`src/rtl/stk_pkg.sv`:
```
`default_nettype none

package stk_pkg;

   // table size and name length
   localparam int DEFAULT_CAPACITY = 128;
   localparam int NAME_BYTES       = 11;

   // masks that zero the name bytes beyond the name length
   localparam logic [63:0] NAME_LOW_MASK =
      (NAME_BYTES >= 8) ? {64{1'b1}} : ((64'd1 << (8 * NAME_BYTES)) - 64'd1);
   localparam logic [23:0] NAME_HIGH_MASK =
      (NAME_BYTES <= 8)  ? 24'd0 :
      (NAME_BYTES >= 11) ? {24{1'b1}} :
      ((24'd1 << (8 * (NAME_BYTES - 8))) - 24'd1);

   // action and status codes
   localparam logic ACT_INSERT   = 1'b0;
   localparam logic ACT_READ     = 1'b1;
   localparam logic STATUS_OK    = 1'b0;
   localparam logic STATUS_RANGE = 1'b1;

   // request transaction
   typedef struct packed {
      logic               action;
      logic [63:0]        name_low;
      logic [23:0]        name_high;
      logic signed [31:0] score;
      logic [6:0]         rank;
   } req_type;

   // response transaction
   typedef struct packed {
      logic               status;
      logic [7:0]         count;
      logic               kept;
      logic [63:0]        out_name_low;
      logic [23:0]        out_name_high;
      logic signed [31:0] out_score;
   } rsp_type;

   // one stored table entry
   typedef struct packed {
      logic [63:0]        name_low;
      logic [23:0]        name_high;
      logic signed [31:0] score;
   } entry_type;

   // controller state
   typedef enum logic [2:0] {
      ST_IDLE,
      ST_SCAN,
      ST_FINISH,
      ST_READ,
      ST_RDOUT
   } state_type;

   // commands from controller to datapath
   typedef struct packed {
      logic accept;
      logic rd_en;
      logic scan;
      logic ld_ins;
      logic ld_rd;
   } cmd_type;

   // status from datapath to controller
   typedef struct packed {
      logic rank_ok;
      logic out_free;
   } sts_type;

endpackage

`default_nettype wire

```
`src/rtl/stk_ctrl.sv`:
```
`default_nettype none

module stk_ctrl #(
   parameter int  CAPACITY = stk_pkg::DEFAULT_CAPACITY,
   localparam int CW = $clog2(CAPACITY + 1)
) (
   input  wire logic             clock,
   input  wire logic             reset,
   input  wire logic             req_valid,
   input  wire logic             req_action,
   input  wire stk_pkg::sts_type sts,
   input  wire logic [CW-1:0]    count,
   output stk_pkg::cmd_type      cmd,
   output logic [CW-1:0]         idx,
   output logic                  req_stall
);
   import stk_pkg::*;

   state_type     state_ff;
   state_type     state_in;
   logic [CW-1:0] idx_ff;
   logic [CW-1:0] idx_in;
   logic          issue;

   assign issue = (idx_ff < count);

   // next state
   always_comb begin
      state_in = state_ff;
      case (state_ff)
         ST_IDLE: begin
            if (req_valid) begin
               state_in = (req_action == ACT_READ) ? ST_READ : ST_SCAN;
            end
         end
         ST_SCAN: begin
            if (!issue) begin
               state_in = ST_FINISH;
            end
         end
         ST_FINISH: begin
            if (sts.out_free) begin
               state_in = ST_IDLE;
            end
         end
         ST_READ: begin
            state_in = ST_RDOUT;
         end
         ST_RDOUT: begin
            if (sts.out_free) begin
               state_in = ST_IDLE;
            end
         end
         default: begin
            state_in = ST_IDLE;
         end
      endcase
   end

   // commands and walk counter
   always_comb begin
      cmd    = '0;
      idx_in = idx_ff;
      case (state_ff)
         ST_IDLE: begin
            cmd.accept = req_valid;
            idx_in     = '0;
         end
         ST_SCAN: begin
            cmd.scan  = 1'b1;
            cmd.rd_en = issue;
            if (issue) begin
               idx_in = idx_ff + CW'(1);
            end
         end
         ST_FINISH: begin
            cmd.ld_ins = sts.out_free;
         end
         ST_READ: begin
            cmd.rd_en = sts.rank_ok;
         end
         ST_RDOUT: begin
            cmd.ld_rd = sts.out_free;
         end
         default: begin
            cmd = '0;
         end
      endcase
   end

   always_ff @(posedge clock) begin
      if (reset) begin
         state_ff <= ST_IDLE;
         idx_ff   <= '0;
      end else begin
         state_ff <= state_in;
         idx_ff   <= idx_in;
      end
   end

   assign idx       = idx_ff;
   assign req_stall = (state_ff != ST_IDLE);

endmodule

`default_nettype wire

```
`config.mk`:
```
export PLATFORM = sky130hd
export DESIGN_NAME = stk_ctrl
export DESIGN_NICKNAME = d
export VERILOG_FILES = /design/src/rtl/stk_pkg.sv /design/src/rtl/stk_ctrl.sv
export SDC_FILE = /design/constraint.sdc
export NUM_CORES = 1
export LEC_CHECK = 0
export BUFFER_PORTS_ARGS = -buffer_cell sky130_fd_sc_hd__buf_2
export CAP_MARGIN = 20
export CORE_AREA = 2 2 60 45
export CTS_CLUSTER_DIAMETER = 200
export CTS_CLUSTER_SIZE = 20
export DETAILED_ROUTE_END_ITERATION = 8
export DIE_AREA = 0 0 62 47
export SLEW_MARGIN = 5
export SYNTH_ARGS = -nofsm -noshare
export SYNTH_HDL_FRONTEND = slang
export SYNTH_SLANG_ARGS = --single-unit
```
`constraint.sdc`:
```
create_clock -name clock -period 2.8 [get_ports clock]
set_clock_uncertainty 0.15 [all_clocks]
set_input_delay 0.14 -clock clock [delete_from_list [all_inputs] [get_ports clock]]
set_output_delay 0.14 -clock clock [all_outputs]
set_load 0.05 [all_outputs]
```
==> summary.md <==
| Metric | Value |
|---|---|
| MaxCap Viol Count | `0` |
| Gate power share | `55.3%` |
| Status | `finished, final reports clean` |
| Sequential fraction of design power | `29.3%` |
| H-tree levels | `1` |
| Slowest stage delay, CP | `0.43 ns` |
| Routability cong. | `0.780` |
| Initial DRC Count | `27` |
| Synth top area cells | `dfxtp_1, ha_1, a21oi_1` |
| Total global routing overflow | `0` |
| Final net count | `150` |
| Hold/Removal Path Class | `primary input to flop` |
| Fin util | `43.1%` |
| Post-DP HPWL | `1500 um` |
| CTS tree | `built` |
| Post-synth EDFFs | `0` |
| Crit Path Max Fanout | `16` |
| Critical path capture point type | `output pin` |
| Clock power frac | `15.4%` |
| Final setup viols | `0` |
| Clock Latency Late Sink | `0.27 ns` |
| Number of distinct library cells after synthesis | `35` |
| Net count after synthesis | `121` |
| CP arrival | `2.27 ns` |
| Peak VDD IR | `0.501 mV` |
| First-pass GRT wire length | `3280 um` |
| Routed WL | `1890 um` |
| Initial antenna violation count | `0` |
| Setup Buffers After CTS | `0` |
| Sequential area share after synthesis | `26.7%` |
| Async SR Flop Fraction | `0%` |
| Worst-path clk slew | `0.07 ns` |
| Post-Place Cells | `157` |
| Switch share | `49.3%` |
| Core region area | `2350 um2` |
| Final worst path period need | `2.56 ns` |
| Total power divided by cell area | `689 nW/um2` |
| Yosys top cell by area | `dfxtp_1` |
| Final setup TNS | `0 ns` |
| Dpl ws | `0.447 ns` |
| GRT Total Usage | `15.3%` |
| Mapped Avg Cell Area | `8.33 um2` |
| Cells after synthesis | `99` |
| Vias in the first global route | `764` |
| Largest net degree at the start of global routing | `17` |
| Die H | `47 um` |
| Routed Antenna Nets | `0` |
| Initial core utilization | `35.1%` |
| Non-filler cells, final | `161` |
| Cts hold-fix bufs | `0` |
| WP buf/inv | `1` |
| Fin. Hold Viols | `0` |
| Total net switching power | `344 uW` |
| Yosys warns | `0` |
| Slew at the pin closest to its max-slew limit | `0.605 ns` |
| Die area | `2910 um2` |
| DRT Pass-1 Iters | `4` |
| Worst setup path class | `flop to output pin` |
| Int Power | `353 uW` |
| Kind of cell adding the most delay to the critical path | `compound AO/OA/AOI/OAI gates` |
| Count of buffers from port buffering | `27` |
| LEAKAGE | `0.000454 uW` |
| Highest clock rate | `0.391 GHz` |
| Via count | `832` |
| Clock root buffer | `clkbuf_4` |
| Critical-path cell list | `ha_1 > and4_1 > a2111oi_4 > o21ai_2 > a21oi_2 > buf_2` |
| Setup ws final | `0.244 ns` |
| Crit path required time | `2.51 ns` |
| CTS Buf Count | `3` |
| Chip Width | `62 um` |
| Wire per inst | `11.7 um` |
| Tcrit/Tclk final | `91.3%` |
| I/O pin total | `28` |
| Post-Syn Area | `825 um2` |
| Post-CTS Resized | `0` |
| Rel. slew slack | `59.6%` |
| ANT cells | `0` |
| Slew Viols, Final | `0` |
| Number of synthesized register bits | `11` |
| # DRC | `0` |
| Clock sinks | `11` |
| Avg Vias per Cell | `5.17` |
| Clock Path Buffers | `2` |
| Share of cells above drive strength 1 | `30.7%` |
| Synth top area share | `26.7%` |
| Row count | `15` |
| Crit start category | `flop` |
| Slowest-stage cell, CP | `dfxtp_1` |
| RSZ-0062 raised after global routing | `no` |
| Prevailing post-synth register cell | `dfxtp_1` |
| Syn-to-layout area delta | `22.8%` |
[flip-flops by register name, indices dropped and copies added, names as in the netlist]
signal,count
state_ff,3
idx,8
[path summary, 6_finish.rpt]
check                                         start                       end  slack [ns]  cells after the start
worst max-delay path            idx[5]$_SDFFE_PP0P_                    cmd[3]        0.24                      6
worst min-delay path                          reset  state_ff[1]$_SDFFE_PP0P_        0.06                      2
worst max register to register  idx[5]$_SDFFE_PP0P_       idx[6]$_SDFFE_PP0P_        0.42                      6
worst min register to register  idx[1]$_SDFFE_PP0P_       idx[1]$_SDFFE_PP0P_        0.39                      2
[synth_stat cells, types with 2 or more instances]
| master | n |
|---|---|
| a21oi_1 | 8 |
| a22oi_1 | 4 |
| and4_1 | 2 |
| dfxtp_1 | 11 |
| ha_1 | 8 |
| inv_1 | 7 |
| nand2_1 | 3 |
| nand2b_1 | 6 |
| nand3_1 | 7 |
| nor2_1 | 4 |
| nor3_1 | 4 |
| o21a_1 | 2 |
| o21ai_0 | 7 |
| or2_2 | 2 |
| or4_1 | 4 |
[area by class of cell]
| class | instances | area (um2) |
|---|---|---|
| fillers | 246 | 1330 |
| multi-input cells | 76 | 554 |
| flip-flops and latches | 11 | 220 |
| repair buffers | 27 | 135 |
| well taps | 34 | 42.5 |
| inverters | 9 | 33.8 |
| clock buffers | 4 | 26.3 |
[placed cells by master (no fill, tap or decap), drive strengths merged, types with 4 or more instances in the layout]
cell type  instances
o21ai              8
clkbuf             4
ha                 8
or4                4
a21oi              8
nand2b             6
nor2               4
buf               27
inv                8
nor3               4
nand3              7
a22oi              4
dfxtp             11
[routing by layer]
metal | GRT usage, % | share of wire, %
met5 | 0 | 0
met4 | 1.28 | 0
met3 | 5.79 | 5.5
met2 | 25.4 | 44
met1 | 19.8 | 50
[stage by stage]
step | power, uW | cell area (um2) | hold slack, ns
floorplan | 526 | 828 | 0.170
global placement | 592 | 986 | 0.334
detailed placement | 593 | 986 | 0.345
CTS | 702 | 1010 | 0.0503
global route | 747 | 1010 | 0.0565
finish | 698 | 1010 | 0.0590
[power groups by stage]
stage | clock (uW) | sequential, uW | combinational, uW
global route | 119 | 207 | 421
detailed placement | 0 | 207 | 386
finish | 108 | 204 | 385
CTS | 113 | 203 | 386
floorplan | 0 | 205 | 322
global placement | 0 | 207 | 385
[worst reg2reg max path, cell delays in order, from the launching register on]
cell and delay, ns:
dfxtp_1 0.43, ha_1 0.27, and4_1 0.23, a2111oi_4 0.37
o21ai_2 0.26, or4_1 0.52, o21ai_0 0.08
[logic make-up (layout without fill, tap and decap cells)]
| group | Yosys count | in the layout | synth area share, % |
|---|---|---|---|
| compound gates | 28 | 28 | 24.4 |
| xor+xnor | 1 | 1 | 1.06 |
| fa+ha+maj | 8 | 8 | 12.1 |
| buf+inv | 12 | 40 | 6.52 |
| flops | 11 | 11 | 26.7 |
| simple gates | 39 | 39 | 29.1 |
No activity file was read; power rests on OpenSTA's default activity.
